## src/rtl/core/dtcf_pkg.sv

```systemverilog
// Shared types and constants for the dusk-triggered candle flicker unit.
// No dependencies.
package dtcf_pkg;

    localparam int DARK_W   = 8;
    localparam int CFG_W    = 8;
    localparam int CFG_IDX_W = 2;
    localparam int IN_TDATA_W  = 8;
    localparam int OUT_TDATA_W = 24;

    localparam logic [1:0] MODE_DAY   = 2'd0;
    localparam logic [1:0] MODE_NIGHT = 2'd1;
    localparam logic [1:0] MODE_BURN  = 2'd2;

    localparam logic [1:0] REG_NIGHT_LEVEL    = 2'd0;
    localparam logic [1:0] REG_DAY_LEVEL      = 2'd1;
    localparam logic [1:0] REG_TRIGGER_COUNT  = 2'd2;
    localparam logic [1:0] REG_CANDLE_MINUTES = 2'd3;

    localparam logic [7:0] NIGHT_LEVEL_RST    = 8'd30;
    localparam logic [7:0] DAY_LEVEL_RST      = 8'd4;
    localparam logic [7:0] TRIGGER_COUNT_RST  = 8'd5;
    localparam logic [7:0] CANDLE_MINUTES_RST = 8'd180;

    localparam logic [15:0] LCG_SEED = 16'h3333;
    localparam logic [11:0] LCG_MUL  = 12'd2053;
    localparam logic [15:0] LCG_INC  = 16'd13849;
    localparam logic [2:0]  STRENGTH_RST = 3'd4;
    localparam logic [7:0]  DUTY_MID = 8'd80;

    localparam logic OP_MEASURE = 1'b0;
    localparam logic OP_TICK    = 1'b1;

    typedef struct packed {
        logic capture;
        logic eval;
        logic step;
        logic update;
        logic load_out;
    } dtcf_cmd_t;

    typedef struct packed {
        logic need_update;
        logic out_full;
    } dtcf_status_t;

endpackage

```

## src/rtl/core/dtcf_ctrl.sv

```systemverilog
// Sequencer for one event: evaluate, optional LCG step and flicker update, result load.
// Depends on dtcf_pkg.
module dtcf_ctrl (
    input  logic                  clk,
    input  logic                  rst_n,
    input  logic                  s_tvalid,
    output logic                  s_tready,
    output dtcf_pkg::dtcf_cmd_t   cmd,
    input  dtcf_pkg::dtcf_status_t status
);
    import dtcf_pkg::*;

    typedef enum logic [2:0] {
        ST_IDLE,
        ST_EVAL,
        ST_STEP,
        ST_UPDATE,
        ST_DONE
    } state_t;

    state_t state_reg, state_next;

    always_comb
    begin
        state_next   = state_reg;
        cmd          = '0;
        unique case (state_reg)
            ST_IDLE:
            begin
                if (s_tvalid)
                begin
                    cmd.capture = 1'b1;
                    state_next  = ST_EVAL;
                end
            end
            ST_EVAL:
            begin
                cmd.eval   = 1'b1;
                state_next = status.need_update ? ST_STEP : ST_DONE;
            end
            ST_STEP:
            begin
                cmd.step   = 1'b1;
                state_next = ST_UPDATE;
            end
            ST_UPDATE:
            begin
                cmd.update = 1'b1;
                state_next = ST_DONE;
            end
            ST_DONE:
            begin
                if (!status.out_full)
                begin
                    cmd.load_out = 1'b1;
                    state_next   = ST_IDLE;
                end
            end
            default:
            begin
                state_next = ST_IDLE;
            end
        endcase
    end

    assign s_tready = (state_reg == ST_IDLE);

    always_ff @(posedge clk or negedge rst_n)
    begin
        if (!rst_n)
        begin
            state_reg <= ST_IDLE;
        end
        else
        begin
            state_reg <= state_next;
        end
    end

endmodule

```

## src/rtl/core/dtcf_datapath.sv

```systemverilog
// Config registers, mode/confidence/flicker state, LCG and result register.
// Depends on dtcf_pkg.
module dtcf_datapath (
    input  logic                                clk,
    input  logic                                rst_n,
    input  logic                                cfg_we,
    input  logic [dtcf_pkg::CFG_IDX_W-1:0]      cfg_index,
    input  logic [dtcf_pkg::CFG_W-1:0]          cfg_data,
    input  logic                                in_op,
    input  logic [dtcf_pkg::DARK_W-1:0]         in_darkness,
    input  dtcf_pkg::dtcf_cmd_t                 cmd,
    output dtcf_pkg::dtcf_status_t              status,
    output logic                                m_tvalid,
    input  logic                                m_tready,
    output logic [dtcf_pkg::OUT_TDATA_W-1:0]    m_tdata
);
    import dtcf_pkg::*;

    logic [7:0]  night_level_reg, day_level_reg, trigger_count_reg, candle_minutes_reg;
    logic        op_reg;
    logic [7:0]  dark_reg;
    logic [1:0]  mode_reg, mode_next;
    logic [7:0]  conf_reg, conf_next;
    logic [15:0] lcg_reg, lcg_next;
    logic [7:0]  upd_cnt_reg, upd_cnt_next;
    logic [7:0]  minutes_reg, minutes_next;
    logic [2:0]  strength_reg, strength_next;
    logic        pol_reg, pol_next;
    logic [7:0]  delay_reg, delay_next;
    logic [7:0]  duty_reg, duty_next;
    logic        out_valid_reg;
    logic [OUT_TDATA_W-1:0] out_data_reg;

    logic        waiting, up, hit;
    logic [7:0]  conf_step, delay_dec;
    logic [15:0] lcg_prod;
    logic        wrap;
    logic [2:0]  r, inv, str_new;
    logic [5:0]  swing6, r_sq;
    logic [7:0]  swing;
    logic [6:0]  delay7;
    logic [7:0]  min_dec;
    logic        burning;

    assign waiting   = (mode_reg == MODE_DAY) || (mode_reg == MODE_NIGHT);
    assign up        = (mode_reg == MODE_NIGHT) ? (dark_reg > night_level_reg)
                                                : (dark_reg <= day_level_reg);
    assign conf_step = up ? ((conf_reg == 8'hFF) ? conf_reg : conf_reg + 8'd1)
                          : ((conf_reg != 8'd0) ? conf_reg - 8'd1 : conf_reg);
    assign hit       = (conf_step >= trigger_count_reg);
    assign delay_dec = (delay_reg != 8'd0) ? delay_reg - 8'd1 : delay_reg;

    assign lcg_prod  = lcg_reg * {4'd0, LCG_MUL};

    assign wrap    = (upd_cnt_reg == 8'd0);
    assign r       = lcg_reg[15:13];
    assign inv     = 3'd7 - r;
    assign str_new = wrap ? (3'd1 + {1'b0, lcg_reg[15:14]}) : strength_reg;
    assign swing6  = {3'd0, str_new} * {3'd0, inv};
    assign swing   = {1'b0, swing6, 1'b0};
    assign r_sq    = {3'd0, r} * {3'd0, r};
    assign delay7  = {1'b0, r_sq} + {3'd0, r, 1'b0} + 7'd4;
    assign min_dec = wrap ? minutes_reg - 8'd1 : minutes_reg;

    always_comb
    begin
        mode_next     = mode_reg;
        conf_next     = conf_reg;
        lcg_next      = lcg_reg;
        upd_cnt_next  = upd_cnt_reg;
        minutes_next  = minutes_reg;
        strength_next = strength_reg;
        pol_next      = pol_reg;
        delay_next    = delay_reg;
        duty_next     = duty_reg;
        status.need_update = 1'b0;
        status.out_full    = out_valid_reg && !m_tready;

        if (cmd.eval)
        begin
            if (op_reg == OP_MEASURE && waiting)
            begin
                conf_next = conf_step;
                if (hit)
                begin
                    conf_next = 8'd0;
                    if (mode_reg == MODE_DAY)
                    begin
                        mode_next = MODE_NIGHT;
                    end
                    else
                    begin
                        upd_cnt_next = 8'd0;
                        delay_next   = 8'd0;
                        minutes_next = candle_minutes_reg;
                        if (candle_minutes_reg == 8'd0)
                        begin
                            mode_next = MODE_DAY;
                        end
                        else
                        begin
                            mode_next = MODE_BURN;
                            status.need_update = 1'b1;
                        end
                    end
                end
            end
            else if (op_reg == OP_TICK && mode_reg == MODE_BURN)
            begin
                delay_next = delay_dec;
                status.need_update = (delay_dec == 8'd0);
            end
        end

        if (cmd.step)
        begin
            lcg_next     = lcg_prod + LCG_INC;
            upd_cnt_next = upd_cnt_reg + 8'd1;
        end

        if (cmd.update)
        begin
            minutes_next  = min_dec;
            strength_next = str_new;
            pol_next      = !pol_reg;
            duty_next     = !pol_reg ? DUTY_MID - swing : DUTY_MID + swing;
            delay_next    = {delay7, 1'b0};
            if (min_dec == 8'd0)
            begin
                mode_next = MODE_DAY;
                conf_next = 8'd0;
            end
        end
    end

    assign burning = (mode_reg == MODE_BURN);

    always_ff @(posedge clk or negedge rst_n)
    begin
        if (!rst_n)
        begin
            night_level_reg    <= NIGHT_LEVEL_RST;
            day_level_reg      <= DAY_LEVEL_RST;
            trigger_count_reg  <= TRIGGER_COUNT_RST;
            candle_minutes_reg <= CANDLE_MINUTES_RST;
            mode_reg      <= MODE_NIGHT;
            conf_reg      <= 8'd0;
            lcg_reg       <= LCG_SEED;
            upd_cnt_reg   <= 8'd0;
            minutes_reg   <= 8'd0;
            strength_reg  <= STRENGTH_RST;
            pol_reg       <= 1'b0;
            delay_reg     <= 8'd0;
            duty_reg      <= 8'd0;
            out_valid_reg <= 1'b0;
        end
        else
        begin
            if (cfg_we)
            begin
                unique case (cfg_index)
                    REG_NIGHT_LEVEL:    night_level_reg    <= cfg_data;
                    REG_DAY_LEVEL:      day_level_reg      <= cfg_data;
                    REG_TRIGGER_COUNT:  trigger_count_reg  <= cfg_data;
                    REG_CANDLE_MINUTES: candle_minutes_reg <= cfg_data;
                    default:            night_level_reg    <= night_level_reg;
                endcase
            end
            mode_reg     <= mode_next;
            conf_reg     <= conf_next;
            lcg_reg      <= lcg_next;
            upd_cnt_reg  <= upd_cnt_next;
            minutes_reg  <= minutes_next;
            strength_reg <= strength_next;
            pol_reg      <= pol_next;
            delay_reg    <= delay_next;
            duty_reg     <= duty_next;
            if (cmd.load_out)
            begin
                out_valid_reg <= 1'b1;
            end
            else if (m_tready)
            begin
                out_valid_reg <= 1'b0;
            end
        end
    end

    // payload registers
    always_ff @(posedge clk)
    begin
        if (cmd.capture)
        begin
            op_reg   <= in_op;
            dark_reg <= in_darkness;
        end
        if (cmd.load_out)
        begin
            out_data_reg <= {5'd0,
                             burning ? minutes_reg : 8'd0,
                             mode_reg,
                             burning ? duty_reg : 8'd0,
                             burning};
        end
    end

    assign m_tvalid = out_valid_reg;
    assign m_tdata  = out_data_reg;

endmodule

```

## src/rtl/core/dusk_triggered_candle_flicker_unit.sv

```systemverilog
// Top level of the dusk-triggered candle flicker unit.
// Depends on dtcf_pkg, dtcf_ctrl and dtcf_datapath.
//
// Input stream: one beat per event. s_tuser is the op (0 light measurement,
// 1 flicker tick), s_tdata carries the darkness reading. Output stream: one
// result beat per event with pwm_enable, duty, mode_now and minutes_left.
// Config: cfg_we/cfg_index/cfg_data write night_level (0), day_level (1),
// trigger_count (2) and candle_minutes (3); write only while idle.
//
// An event that causes no flicker update runs through the evaluate and done
// states of the controller; one that steps the LCG and updates the duty runs
// through evaluate, LCG step, update and done. m_tvalid rises once the result
// is loaded into the output register. One event is in work at a time; a new
// beat is accepted once the previous result sits in the output register,
// even if it has not been taken.
// When m_tready stays low, the finished result of the following event waits
// in the controller until the output register frees, and s_tready stays low.
// Reset: waiting for night, confidence 0, LCG seed 0x3333, registers at their
// defaults, no result pending.
module dusk_triggered_candle_flicker_unit (
    input  logic                                 clk,
    input  logic                                 rst_n,
    input  logic                                 s_tvalid,
    output logic                                 s_tready,
    input  logic [dtcf_pkg::IN_TDATA_W-1:0]      s_tdata,   // [7:0] darkness
    input  logic                                 s_tuser,   // [0] op
    output logic                                 m_tvalid,
    input  logic                                 m_tready,
    // [0] pwm_enable, [8:1] duty, [10:9] mode_now, [18:11] minutes_left
    output logic [dtcf_pkg::OUT_TDATA_W-1:0]     m_tdata,
    input  logic                                 cfg_we,
    input  logic [dtcf_pkg::CFG_IDX_W-1:0]       cfg_index,
    input  logic [dtcf_pkg::CFG_W-1:0]           cfg_data
);
    import dtcf_pkg::*;

    dtcf_cmd_t    cmd;
    dtcf_status_t status;

    dtcf_ctrl u_ctrl (
        .clk      (clk),
        .rst_n    (rst_n),
        .s_tvalid (s_tvalid),
        .s_tready (s_tready),
        .cmd      (cmd),
        .status   (status)
    );

    dtcf_datapath u_datapath (
        .clk         (clk),
        .rst_n       (rst_n),
        .cfg_we      (cfg_we),
        .cfg_index   (cfg_index),
        .cfg_data    (cfg_data),
        .in_op       (s_tuser),
        .in_darkness (s_tdata),
        .cmd         (cmd),
        .status      (status),
        .m_tvalid    (m_tvalid),
        .m_tready    (m_tready),
        .m_tdata     (m_tdata)
    );

    a_one_in_work: assert property (@(posedge clk) disable iff (!rst_n)
        (s_tvalid && s_tready) |=> !s_tready)
        else $error("second event accepted while one is in work");

    a_burn_flag: assert property (@(posedge clk) disable iff (!rst_n)
        m_tvalid |-> (m_tdata[0] == (m_tdata[10:9] == MODE_BURN)))
        else $error("pwm_enable disagrees with mode");

    a_duty_range: assert property (@(posedge clk) disable iff (!rst_n)
        (m_tvalid && m_tdata[0]) |-> (m_tdata[8:1] >= 8'd24 && m_tdata[8:1] <= 8'd136))
        else $error("burning duty out of range");

    a_idle_zero: assert property (@(posedge clk) disable iff (!rst_n)
        (m_tvalid && !m_tdata[0]) |-> (m_tdata[8:1] == 8'd0 && m_tdata[18:11] == 8'd0))
        else $error("duty or minutes nonzero while not burning");

endmodule

```

## config.mk

```make
export PLATFORM = sky130hd
export DESIGN_NAME = dusk_triggered_candle_flicker_unit
export DESIGN_NICKNAME = d
export VERILOG_FILES = /design/src/rtl/core/dtcf_pkg.sv /design/src/rtl/core/dtcf_ctrl.sv /design/src/rtl/core/dtcf_datapath.sv /design/src/rtl/core/dusk_triggered_candle_flicker_unit.sv
export SDC_FILE = /design/constraint.sdc
export NUM_CORES = 1
export LEC_CHECK = 0
export BUFFER_PORTS_ARGS = -buffer_cell sky130_fd_sc_hd__buf_2
export CAP_MARGIN = 20
export CORE_MARGIN = 2
export CORE_UTILIZATION = 43
export CTS_CLUSTER_SIZE = 28
export DETAILED_ROUTE_END_ITERATION = 8
export SYNTH_ARGS = -nofsm -noshare
export SYNTH_HDL_FRONTEND = slang
export SYNTH_SLANG_ARGS = --single-unit
```

## constraint.sdc

```tcl
create_clock -name clk -period 5.4 [get_ports clk]
set_input_delay 0.27 -clock clk [delete_from_list [all_inputs] [get_ports clk]]
set_output_delay 0.27 -clock clk [all_outputs]
set_load 0.01 [all_outputs]
```

---- After elaboration in Yosys (flattened, before gate mapping) ----
Cells that the tools add are included.
operators by class
  bitwise gates (word level) .............. 1
  multipliers ............................. 3
  equal/unequal tests ..................... 16
  muxes and demuxes ....................... 53
  add/subtract/negate cells ............... 12
  $lt $le $gt $ge ......................... 3
  reductions and logical operators ........ 31
operator list
  cell                                                 count
  2-to-1 mux 8 bit                                     25
  logical NOT 8 bit                                    4
  subtractor 8 x 1 -> 8 bit, second input constant     3
  adder 16 x 14 -> 16 bit, second input constant       1
  adder 8 x 1 -> 8 bit, second input constant          2
  multiplier 16 x 12 -> 16 bit, second input constant  1
  2-to-1 mux 1 bit                                     16
  nonzero test 8 bit                                   2
  case mux 3 bit (5 select lines)                      1
  2-to-1 mux 2 bit                                     7
  nonzero test 2 bit                                   7
  multiplier 3 x 3 -> 6 bit                            2
  2-to-1 mux 3 bit                                     4
  AND reduction 4 bit                                  3
  AND reduction 2 bit                                  5
  adder 7 x 7 -> 8 bit, first input constant           1
  equality test 8 bit, second input constant           1
  greater-or-equal comparator 8 bit                    1
  > comparator 8 bit                                   1
  <= comparator 8 bit                                  1
  inequality test 2 bit, second input constant         4
  subtractor 7 x 7 -> 8 bit, first input constant      1
  adder 6 x 4 -> 7 bit                                 1
  adder 7 x 3 -> 7 bit, second input constant          1
  16 further kinds                                     24
word-level totals
  input bits .............................. 24
  output and inout bits ................... 26
  word-level logic and storage cells ...... 138
  flip-flop bits (word level) ............. 126

---- Longest topological paths before layout ----
Gate-level depths: netlist of run 1.
  word-level depth ........................ 9
  depth in mapped cells ................... 22
  gate-level depth less buffers ........... 19

---- Hierarchy ----
From an unflattened synthesis of run 1, not the netlist that was laid out.
second synthesis, totals
  cells, all modules ...................... 812
  area total of the unflattened synthesis .. 8350.5 sq um
by module, submodules not included
  module         area an instance (sq um)  sequential area each (sq um)  times used  cells an instance
  dtcf_datapath  8175.3                    3189.3                        1           795
  dtcf_ctrl      175.2                     75.1                          1           17

---- Least setup slack after synthesis of run 1 ----
No wires, ideal clock.
  path type ............................... reg2reg
  from .................................... register u_datapath.night_level_reg[3]
  to ...................................... register u_datapath.delay_reg[0]
  buffers on the path ..................... 3
  data required time ...................... 5.305 ns
  cell stages (with the launch flop) ...... 22
  period minus slack after synthesis ...... 4.320 ns
  arrival time ............................ 4.224 ns
  library setup time ...................... 0.095 ns
  slack ................................... 1.080 ns
  cells stage by stage .................... dfstp_2 inv_1 ha_1 nand4_1 o311a_1 or3_1 buf_6 or2_1 buf_6 a211oi_1 a21oi_1 a21boi_0 ha_1 a21oi_1 o22ai_1 nor2_1 o21ai_1 and3_1 o31ai_1 clkbuf_1 o21ai_0 o31ai_1
between the ends
  word-level cells in the longest chain between the ends .. 6
RTL lines
  item                                             line                  source
  from (decl)                                      dtcf_datapath.sv:19   logic [7:0] night_level_reg, day_level_reg, trigger_count_reg, candle_minutes_reg;
  from (signal assigned)                           dtcf_datapath.sv:162  REG_NIGHT_LEVEL: night_level_reg <= cfg_data;
  from (signal assigned)                           dtcf_datapath.sv:166  default: night_level_reg <= night_level_reg;
  > comparator 8 bit                               dtcf_datapath.sv:46   assign up = (mode_reg == MODE_NIGHT) ? (dark_reg > night_level_reg)
  2-to-1 mux 1 bit                                 dtcf_datapath.sv:46
  2-to-1 mux 8 bit                                 dtcf_datapath.sv:48   assign conf_step = up ? ((conf_reg == 8'hFF) ? conf_reg : conf_reg + 8'd1)
  greater-or-equal comparator 8 bit                dtcf_datapath.sv:50   assign hit = (conf_step >= trigger_count_reg);
  inequality test 3 x 2 -> 1 bit (no source line)  n/a
  AND reduction 4 bit (no source line)             n/a
  to (signal assigned)                             dtcf_datapath.sv:176  delay_reg <= delay_next;
  to (decl)                                        dtcf_datapath.sv:29   logic [7:0] delay_reg, delay_next;
Every way passes these cells.
A chain may end at the register's enable or synchronous reset.

---- Final worst setup path of run 1 ----
  from .................................... register u_datapath.night_level_reg[3]
  to ...................................... register u_datapath.delay_reg[7]
Same word-level chain as after synthesis.

==> results.cfg, run 1 <==
[grt]
grt_usage_pct = 18.1
grt_max_degree = 71
grt_overflow = 0
antenna_found_initial = 0
first_global_vias = 5816
grt_first_pass_wirelength_mm = 29.1

[timing]
fmax_mhz = 215
setup_violations = 0
min_period_ns = 4.66
drv_slew = 0
worstMarginPinSlew_ns = 0.874
slew_headroom_pct = 41.6
rsz0062_at_grt = false
fin_crit_sh_pct = 86.3
hold_violations = 0
fin_skew_ns = 0.0135
fin_tns_setup_ns = 0

[floorplanning]
pin_count = 50
die-area_mm2 = 0.0203
chipHeight_um = 143
rows = 50
start_util_pct = 44.0
die_x_um = 143
core_area_mm2 = 0.0188

[setup_path]
crit_path_top_delay_cell = or3_1
cp.arrival_ns = 4.96
critPathLaunchType = flop
cp_cell_sequence = inv_1 -> ha_1 -> nand4_1 -> o311a_1 -> or3_1 -> or2_1 -> a211oi_1 -> a21oi_1 -> a21boi_0 -> ha_1 -> nand3_1 -> or2_2 -> o21ai_1 -> and3_1 -> o31ai_1 -> buf_4 -> o21ai_0 -> o21ai_0
cp-end-kind = flop
worst-r2r-cell-count = 18
cp_max_fo = 16
crit_path_max_incr_delay_ns = 0.53
reg2reg_slack_ns = 0.74
critPathKind = reg -> reg
cp_data_required_time_ns = 5.70

[power]
power_switching_share_pct = 41.8
seqPwrFrac_pct = 26.6
comb_power_share_pct = 53.7
ir_drop_mv = 0.422
p_int_mw = 3.40
power.switching_mw = 2.44
clkPwrFrac_pct = 19.7
leakage_nw = 4.27
powerDensity_mw_per_mm2 = 629

[routing]
wl_mm = 16.7
vias = 6023
first_pass_iters = 5
viasPerCell = 5.29
detail_route.wl_per_cell_um = 14.7
drtIter0Drc = 264
ant_nets = 0
route.detailed.drc = 0

[yosys]
syn_inst = 847
synthFlopType = dfrtp_1
synth-edff-count = 27
ys.warnings.count = 0
yosys.area.top_type_share_pct = 23.0
ys_ff_latch = 124
ys_types = 69
synth.avg_cell_area_um2 = 9.75
ys_async_sr_fraction_pct = 78.2
yosys-top-cells-area = dfrtp_1 (23%), ha_1 (15%), edfxtp_1 (9.8%)
syn-cell-area_mm2 = 0.00826
yosysSeqAreaShare_pct = 39.5
yosys.area.top_type = dfrtp_1

[clock_network]
h-tree-depth = 4
cts_resized = 0
hold_buffers = 1
clkSlewWorstSetupHoldPaths_ns = 0.06
cts-root-buf = clkbuf_16
clock_path_buffers = 2
cts_made_buffers = 17
cts_setup_buffers = 0
clock_latency_ns = 0.43
cts_tree = done
numClockSinks = 124

[finish]
final_common_cell = ha_1
layout-drive-gt1-share_pct = 16.6
fin_cells = 1138
layout.nets = 1024
nFillCells = 1777
largest_reg_flops = 18
antenna_cells = 0
final_cell_mix = ha_1 (98), o21ai_0 (79), dfrtp_1 (76)
syn_to_final_growth_pct = 12.4

[min_path]
min_path_cells = 1
hold_path_class = in -> reg

[place]
dpl.hpwl_mm = 12.4
port_buffers = 43
placed_cells = 1104
globalplace.congestion = 0.859

[outcome]
status = complete, no violations

[flow_run]
maxCapViolCount = 0
-- layout make-up --
type	count	area [um^2]	area share, %
sequential	124	3260	35.2
clock inverter	11	145	1.56
inverter	65	244	2.63
clock buffer	21	450	4.85
timing repair buffer	51	284	3.06
multi-input combinational	632	4600	49.6
tap	234	293	3.15
-- worst paths after layout --
kind                                                      startpoint                               endpoint
setup / recovery           u_datapath.night_level_reg[3]$_DFFE_PN1P_    u_datapath.delay_reg[7]$_DFFE_PN0P_
hold / removal                                            s_tdata[5]       u_datapath.dark_reg[5]$_DFFE_PP_
setup reg to reg           u_datapath.night_level_reg[3]$_DFFE_PN1P_    u_datapath.delay_reg[7]$_DFFE_PN0P_
hold reg to reg                   u_datapath.duty_reg[2]$_DFFE_PN0P_     u_datapath.duty_reg[2]$_DFFE_PN0P_
max in group asynchronous                                      rst_n  u_datapath.minutes_reg[4]$_DFFE_PN0P_
min in group asynchronous                                      rst_n     u_datapath.lcg_reg[11]$_DFFE_PN0P_
-- power groups by stage --
stage	Sequential (mW)	Clock [mW]	Combinational, mW
after detailed placement	1.57	0	3.14
after global routing	1.60	1.22	3.67
final	1.55	1.15	3.14
after global placement	1.56	0	3.11
after floorplan	1.45	0	2.61
after CTS	1.55	1.18	3.17
-- per-stage QoR --
stage          power (mW)  setup slack [ns]  area [um^2]  hold WS (ns)  util, %
3_3_place_gp         4.67             0.852         8670         0.228     46.2
6_report             5.84             0.742         9280        0.0145     49.5
4_1_cts              5.89             0.747         9270        0.0122     49.4
3_5_place_dp         4.71             0.758         8670         0.234     46.2
2_1_floorplan        4.06              1.08         8280       -0.0256        -
5_1_grt              6.49             0.301         9280        0.0133     49.5
-- worst max-delay path, delay by kind of cell (launching register included) --
kind                     cells  cell delay, ns
buffers and inverters        2            0.24
flip-flops                   1            0.51
AND/OR/NAND/NOR              6            1.71
adder cells (fa/ha/maj)      2            0.61
AO/OA/AOI/OAI                8            1.45
-- per-layer routing --
metal  GRT usage, %  share of wire (%)  vias up
met5              0                  0        -
met3           3.97                4.4       17
met2           26.6                 42      124
met1           26.6                 52     2798
met4           5.47                1.4        0
li1               -                  -     3084
-- kinds of logic (layout without fill, tap and decap cells) --
kind of cell	count (synthesis)	after routing	synth area share (%)
multiplexers	35	35	4.63
flip-flops	124	124	39.5
other	1	6	0.0454
AO/OA/AOI/OAI	196	196	14.3
XOR/XNOR	32	32	3.39
adder cells (fa/ha/maj)	109	109	17.5
buffers and inverters	96	148	5.04
AND/OR/NAND/NOR	254	254	15.6
-- synthesized netlist by cell type (4+ instances only) --
cell type,n
a21o_1,5
a21oi_1,51
a22oi_1,5
a31oi_1,9
and2_1,22
and3_1,12
buf_4,6
clkbuf_1,20
dfrtp_1,76
dfstp_2,21
edfxtp_1,27
fa_1,11
ha_1,98
inv_1,65
mux2_2,26
mux2i_1,9
nand2_1,73
nand2b_1,11
nand3_1,18
nand4_1,4
nor2_1,47
nor2b_1,5
nor3_1,23
nor4_1,6
o211ai_1,4
o21a_1,4
o21ai_0,79
o221a_2,4
o31ai_1,5
or2_2,9
or3_1,6
xnor2_1,20
xor2_1,12
No activity file was read; power rests on OpenSTA's default activity.
==> run 2: changes to the inputs <==
--- a/config.mk
+++ b/config.mk
@@ -13,4 +13,5 @@
 export DETAILED_ROUTE_END_ITERATION = 8
 export SYNTH_ARGS = -nofsm -noshare
 export SYNTH_HDL_FRONTEND = slang
+export SYNTH_HIERARCHICAL = 1
 export SYNTH_SLANG_ARGS = --single-unit
==> run 2 against run 1 <==
Worst setup slack gained 0.10 ns. Die area up 1.1%. Sequential cell count unchanged. Synthesized cell count fell by 4.1%. Worst hold slack improved by 0.012 ns. Clock skew shrank 0.0026 ns. Cell area up 1.6%. Area after synthesis rose by 1.1%. Maximum frequency increased by 2.3%. Final cell count down 0.44%. Count of clock-buffer cells in the layout is 3 lower. Sequential power hardly changed. Critical path type unchanged. Critical endpoint is now u_datapath/delay_reg[3]$_DFFE_PN0P_. Largest power group unchanged. Highest routed layer unchanged.
==> results.cfg, run 2 <==
[finish]
nFillCells = 1797
final_cell_mix = ha_1 (97), dfrtp_1 (76), inv_1 (66)
regArea_mm2 = 0.00326
layout-drive-gt1-share_pct = 18.8
antenna_cells = 0
layout.nets = 992
largest_reg_flops = 18
syn_to_final_growth_pct = 12.9
final_common_cell = ha_1
multiInputGateArea_mm2 = 0.00474

[clock_network]
numClockSinks = 124
h-tree-depth = 4
cts-root-buf = clkbuf_16
clock_latency_ns = 0.41
cts_tree = done
clock_path_buffers = 2
cts_made_buffers = 17
clkSlewWorstSetupHoldPaths_ns = 0.06

[power]
leakage_nw = 4.39
powerDensity_mw_per_mm2 = 540
total_power_mw = 5.10
ir_drop_mv = 0.261

[routing]
drtIter0Drc = 419
vias = 6051
ant_nets = 0
first_pass_iters = 5
viasPerCell = 5.34
wl_mm = 17.7
detail_route.wl_per_cell_um = 15.6
route.detailed.drc = 0

[yosys]
ys_async_sr_fraction_pct = 78.2
synth_compound_area_share_pct = 12.8
synthTopCellsByCount = ha_1 (97), dfrtp_1 (76), inv_1 (66)
synth_most_common_cell = ha_1
synth.area.mux_share_pct = 7.18
synth_fa_ha_area_share_pct = 17.2
ys_types = 81
synthFlopType = dfrtp_1
synth-edff-count = 27
ys.warnings.count = 6
syn_inst = 812
yosys.area.top_type_share_pct = 22.8
yosys-top-cells-area = dfrtp_1 (23%), ha_1 (15%), edfxtp_1 (9.7%)
synth-simple-area-share_pct = 14.9
syn-cell-area_mm2 = 0.00835
synth.avg_cell_area_um2 = 10.3
ys_ff_latch = 124
synth_top_family_by_area = adder cells
yosysSeqAreaShare_pct = 39.1
synth_xor_area_share_pct = 4.20
yosys.area.top_type = dfrtp_1

[timing]
hold_violations = 0
fin_crit_sh_pct = 84.3
fin_skew_ns = 0.0109
slew_headroom_pct = 43.5
setup_violations = 0
min_period_ns = 4.55
rsz0062_at_grt = false
worstMarginPinSlew_ns = 0.848
fin_hold_ws_ns = 0.0268
drv_slew = 0
fin_tns_setup_ns = 0
fmax_mhz = 220

[floorplanning]
chipHeight_um = 143
die_x_um = 143
pin_count = 50
die-area_mm2 = 0.0206
start_util_pct = 44.2
rows = 50
core_area_mm2 = 0.0189

[place]
dpl.hpwl_mm = 13.2
globalplace.congestion = 0.856
port_buffers = 43

[setup_path]
critPathLaunchType = flop
cp_max_fo = 16
crit_path_top_delay_cell = a211oi_4
cp.arrival_ns = 4.82
critPathTopFamily = compound AO/OA/AOI/OAI gates
cp_cell_sequence = inv_1 -> ha_1 -> nor2b_1 -> o211ai_1 -> a21o_1 -> a211oi_4 -> mux2i_1 -> xnor2_1 -> ha_1 -> nand2b_1 -> a211oi_1 -> o21ai_1 -> a211o_1 -> a32oi_2 -> o21a_1 -> o221ai_1
crit_path_max_incr_delay_ns = 0.63
critPathKind = reg -> reg
cp-end-kind = flop
timing.critical_path.buf_inv = 1
cp_data_required_time_ns = 5.67
crit_top_cell = ha_1

[grt]
first_global_vias = 6083
grt_first_pass_wirelength_mm = 30.2
grt_overflow = 0
antenna_found_initial = 0
grt_max_degree = 67
grt_usage_pct = 18.6

[outcome]
status = complete, no violations

[flow_run]
maxCapViolCount = 0

[min_path]
hold_path_class = in -> reg
==> run 2: cell types whose count changed in the layout (fill, tap and decap cells not counted), sizes merged, moves of 8 or more <==
cell,delta
mux2,+13
nor3,-10
a21oi,-12
and3,-8
o21ai,-41
nand2,-8
==> run 2: what timing repair did <==
action / in CTS / in global routing
hold buffers: 1 / 0
endpoints found under the hold margin: 22 / 0
buffers inserted: 0 / 0
gates resized for setup: 0 / 0
==> run 2: path summary, 6_finish.rpt <==
check                           cells past startpoint                               endpoint  slack [ns]                                       from
worst min register to register                      2     u_datapath/duty_reg[1]$_DFFE_PN0P_        0.48         u_datapath/duty_reg[1]$_DFFE_PN0P_
max in group asynchronous                           3  u_datapath/minutes_reg[7]$_DFFE_PN0P_        3.85                                      rst_n
worst min-delay path                                1       u_datapath/dark_reg[7]$_DFFE_PP_        0.03                                 s_tdata[7]
worst max-delay path                               16    u_datapath/delay_reg[3]$_DFFE_PN0P_        0.85  u_datapath/night_level_reg[1]$_DFFE_PN1P_
min in group asynchronous                           2      u_datapath/lcg_reg[6]$_DFFE_PN0P_        0.34                                      rst_n
worst max register to register                     16    u_datapath/delay_reg[3]$_DFFE_PN0P_        0.85  u_datapath/night_level_reg[1]$_DFFE_PN1P_
==> run 2: cell type report <==
type	count	area share, %
clock buffer	18	4.55
multi-input combinational	600	50.2
timing repair buffer	51	2.97
tap	260	3.45
sequential	124	34.6
clock inverter	14	1.57
inverter	66	2.63
==> run 2: cells by family after synthesis <==
kind of cell,count (synthesis)
and+or+nand+nor,233
AOI/OAI and AO/OA,158
DFF,124
adders and majority gates,108
buffers and inverters,93
muxes,55
xor gates and xnor gates,40
other,1
==> run 2: worst reg2reg max path: stages (launching register included) <==
cell and delay, ns:
dfstp_2 0.52, inv_1 0.05, ha_1 0.28, nor2b_1 0.14, o211ai_1 0.09, a21o_1 0.22
a211oi_4 0.63, mux2i_1 0.38, xnor2_1 0.16, ha_1 0.24, nand2b_1 0.13, a211oi_1 0.23
o21ai_1 0.11, a211o_1 0.36, a32oi_2 0.39, o21a_1 0.32, o221ai_1 0.17
==> run 2: per-stage QoR <==
| step | util [%] | setup WS [ns] | cell area, um^2 | std cells |
|---|---|---|---|---|
| global placement | 46.8 | 1.01 | 8840 | 1099 |
| CTS | 49.9 | 0.854 | 9420 | 1132 |
| detailed placement | 46.8 | 0.881 | 8840 | 1099 |
| floorplan | - | 1.35 | 8370 | 817 |
| finish | 49.9 | 0.847 | 9430 | 1133 |
| global route | 49.9 | 0.582 | 9430 | 1133 |
==> run 2: layer usage <==
metal	up-vias	global-route usage [%]	share of wire, %
met5	-	0	0
met4	0	5.31	1.2
met3	15	3.23	2.9
met2	96	30.1	46
met1	2931	25.8	50
li1	3009	-	-
==> run 2: report_power, final <==
part / total, mW / internal [mW] / switching, mW / leakage [nW]
logic: 2.46 / 1.10 / 1.36 / 2.66
registers: 1.53 / 1.24 / 0.292 / 1.46
clock network: 1.11 / 0.679 / 0.429 / 0.272
total: 5.10 / 3.02 / 2.08 / 4.39
==> run 3: changes to the inputs <==
==> constraint.sdc (replaced) <==
create_clock -name clk -period 4.2 [get_ports clk]
set_input_delay 0.21 -clock clk [delete_from_list [all_inputs] [get_ports clk]]
set_output_delay 0.21 -clock clk [all_outputs]
set_load 0.01 [all_outputs]
==> run 3 against run 2 <==
Via count is 2.5% higher. Core utilization is 2.1 points higher. Non-clock buffer count is 30 higher. Worst setup slack worse by 0.68 ns. Register-to-register slack worse by 0.68 ns.
==> results.cfg, run 3 (synthesis results as in run 2) <==
[power]
leakage_nw = 4.57
powerDensity_mw_per_mm2 = 701
total_power_mw = 6.89
ir_drop_mv = 0.342

[place]
port_buffers = 43
globalplace.congestion = 0.915
placed_cells = 1113
dp_slack_ns = 0.00365
dpl.hpwl_mm = 13.1

[timing]
min_period_ns = 4.03
fmax_mhz = 248
worstMarginPinSlew_ns = 0.900
slew_headroom_pct = 40.0
rsz0062_at_grt = true
fin_crit_sh_pct = 95.9
fin_skew_ns = 0.00998
hold_violations = 0
fin_ws_ns = 0.172
drv_slew = 0
setup_violations = 0

[floorplanning]
start_util_pct = 44.2
pin_count = 50
rows = 50
chipHeight_um = 143
core_area_mm2 = 0.0189
die-area_mm2 = 0.0206
die_x_um = 143

[setup_path]
cp_cell_sequence = inv_1 -> ha_1 -> nor2b_1 -> o211ai_1 -> a21o_1 -> a211oi_4 -> buf_6 -> buf_4 -> mux2i_2 -> a221oi_1 -> ha_1 -> o211ai_1 -> o21ai_2 -> a211o_1 -> buf_4 -> a31oi_2 -> buf_4 -> a21oi_1 -> mux2i_1
r2r_start = u_datapath/night_level_reg[1]$_DFFE_PN1P_
cp_data_required_time_ns = 4.53
crit_start = u_datapath/night_level_reg[1]$_DFFE_PN1P_
cp-end-kind = flop
crit_path_max_incr_delay_ns = 0.51
cp.arrival_ns = 4.36
timing.critical_path.buf_inv = 5
critPathKind = reg -> reg
crit_top_cell = buf_4
critPathLaunchType = flop
critPathTopFamily = compound AO/OA/AOI/OAI gates
crit_path_top_delay_cell = dfstp_2
cp_max_fo = 8

[outcome]
status = complete, no violations

[grt]
grt_first_pass_wirelength_mm = 30.3
grt_usage_pct = 18.6
antenna_found_initial = 0
grt_max_degree = 67
grt_overflow = 0
first_global_vias = 6030

[clock_network]
clkSlewWorstSetupHoldPaths_ns = 0.06
numClockSinks = 124
clock_latency_ns = 0.42
h-tree-depth = 4
cts_tree = done
clock_path_buffers = 2
cts-root-buf = clkbuf_16
cts_made_buffers = 17

[finish]
layout.nets = 1022
largest_reg_flops = 18
layout-drive-gt1-share_pct = 22.3
final_cell_mix = ha_1 (97), dfrtp_1 (76), inv_1 (66)
nFillCells = 1694
final_common_cell = ha_1
fin_cells = 1163
syn_to_final_growth_pct = 17.6
finalCoreUtilization_pct = 52.0
antenna_cells = 0

[routing]
ant_nets = 0
vias = 6201
wl_mm = 18.2
first_pass_iters = 5
drtIter0Drc = 435
route.detailed.drc = 0
detail_route.wl_per_cell_um = 15.6
viasPerCell = 5.33

[min_path]
hp-start = s_tvalid
hold_path_class = in -> reg

[flow_run]
maxCapViolCount = 0
## run 3: layout make-up
type / instances / area, um^2 / share of cell area (%)
Clock buffer: 19 / 454 / 4.62
Clock inverter: 13 / 163 / 1.66
Inverter: 66 / 248 / 2.52
Multi-Input combinational cell: 600 / 4820 / 49.1
Sequential cell: 124 / 3260 / 33.2
Tap cell: 260 / 325 / 3.31
Timing Repair Buffer: 81 / 548 / 5.58
## run 3: where the power goes
group / switching [mW] / internal (mW) / total (mW)
clock: 0.562 / 0.970 / 1.53
combinational: 1.84 / 1.58 / 3.42
sequential: 0.342 / 1.59 / 1.94
## run 3: worst min-delay path, cell delays in order
cell	delay [ns]
buf_2	0.10
nor2_1	0.07
nor3_1	0.05
## run 3: per-layer routing
layer / vias up / track usage (%) / wire, um
met1: 2964 / 27.0 / 9040
met5: - / 0 / 0
li1: 3070 / - / -
met2: 155 / 28.7 / 8180
met3: 12 / 3.50 / 784
met4: 0 / 5.06 / 166
## run 3: final timing paths
check | endpoint | slack [ns] | cells after the start
min in group asynchronous | u_datapath/lcg_reg[10]$_DFFE_PN0P_ | 0.46 | 2
max in group asynchronous | u_datapath/candle_minutes_reg[4]$_DFFE_PN1P_ | 2.72 | 3
worst min register to register | u_datapath/duty_reg[5]$_DFFE_PN0P_ | 0.47 | 1
worst max-delay path | u_datapath/upd_cnt_reg[7]$_DFFE_PN0P_ | 0.17 | 19
worst max register to register | u_datapath/upd_cnt_reg[7]$_DFFE_PN0P_ | 0.17 | 19
worst min-delay path | u_ctrl/state_reg[0]$_DFFE_PN0P_ | 0.05 | 3
## run 3: repair_timing
action,4_1_cts,5_1_grt
setup buffers,1,7
hold endpoints to repair,58,0
pin swaps,1,6
hold buffers,10,0
resized for setup,2,19
endpoints found under the setup margin,3,31
## run 3: stage by stage
step / area, um^2 / hold WS, ns / setup TNS, ns
after CTS: 9680 / 0.0362 / 0
after global placement: 8940 / 0.385 / 0
after floorplan: 8370 / -0.0856 / 0
after detailed placement: 8940 / 0.384 / 0
final: 9820 / 0.0511 / 0
after global routing: 9820 / 0.0589 / -0.678
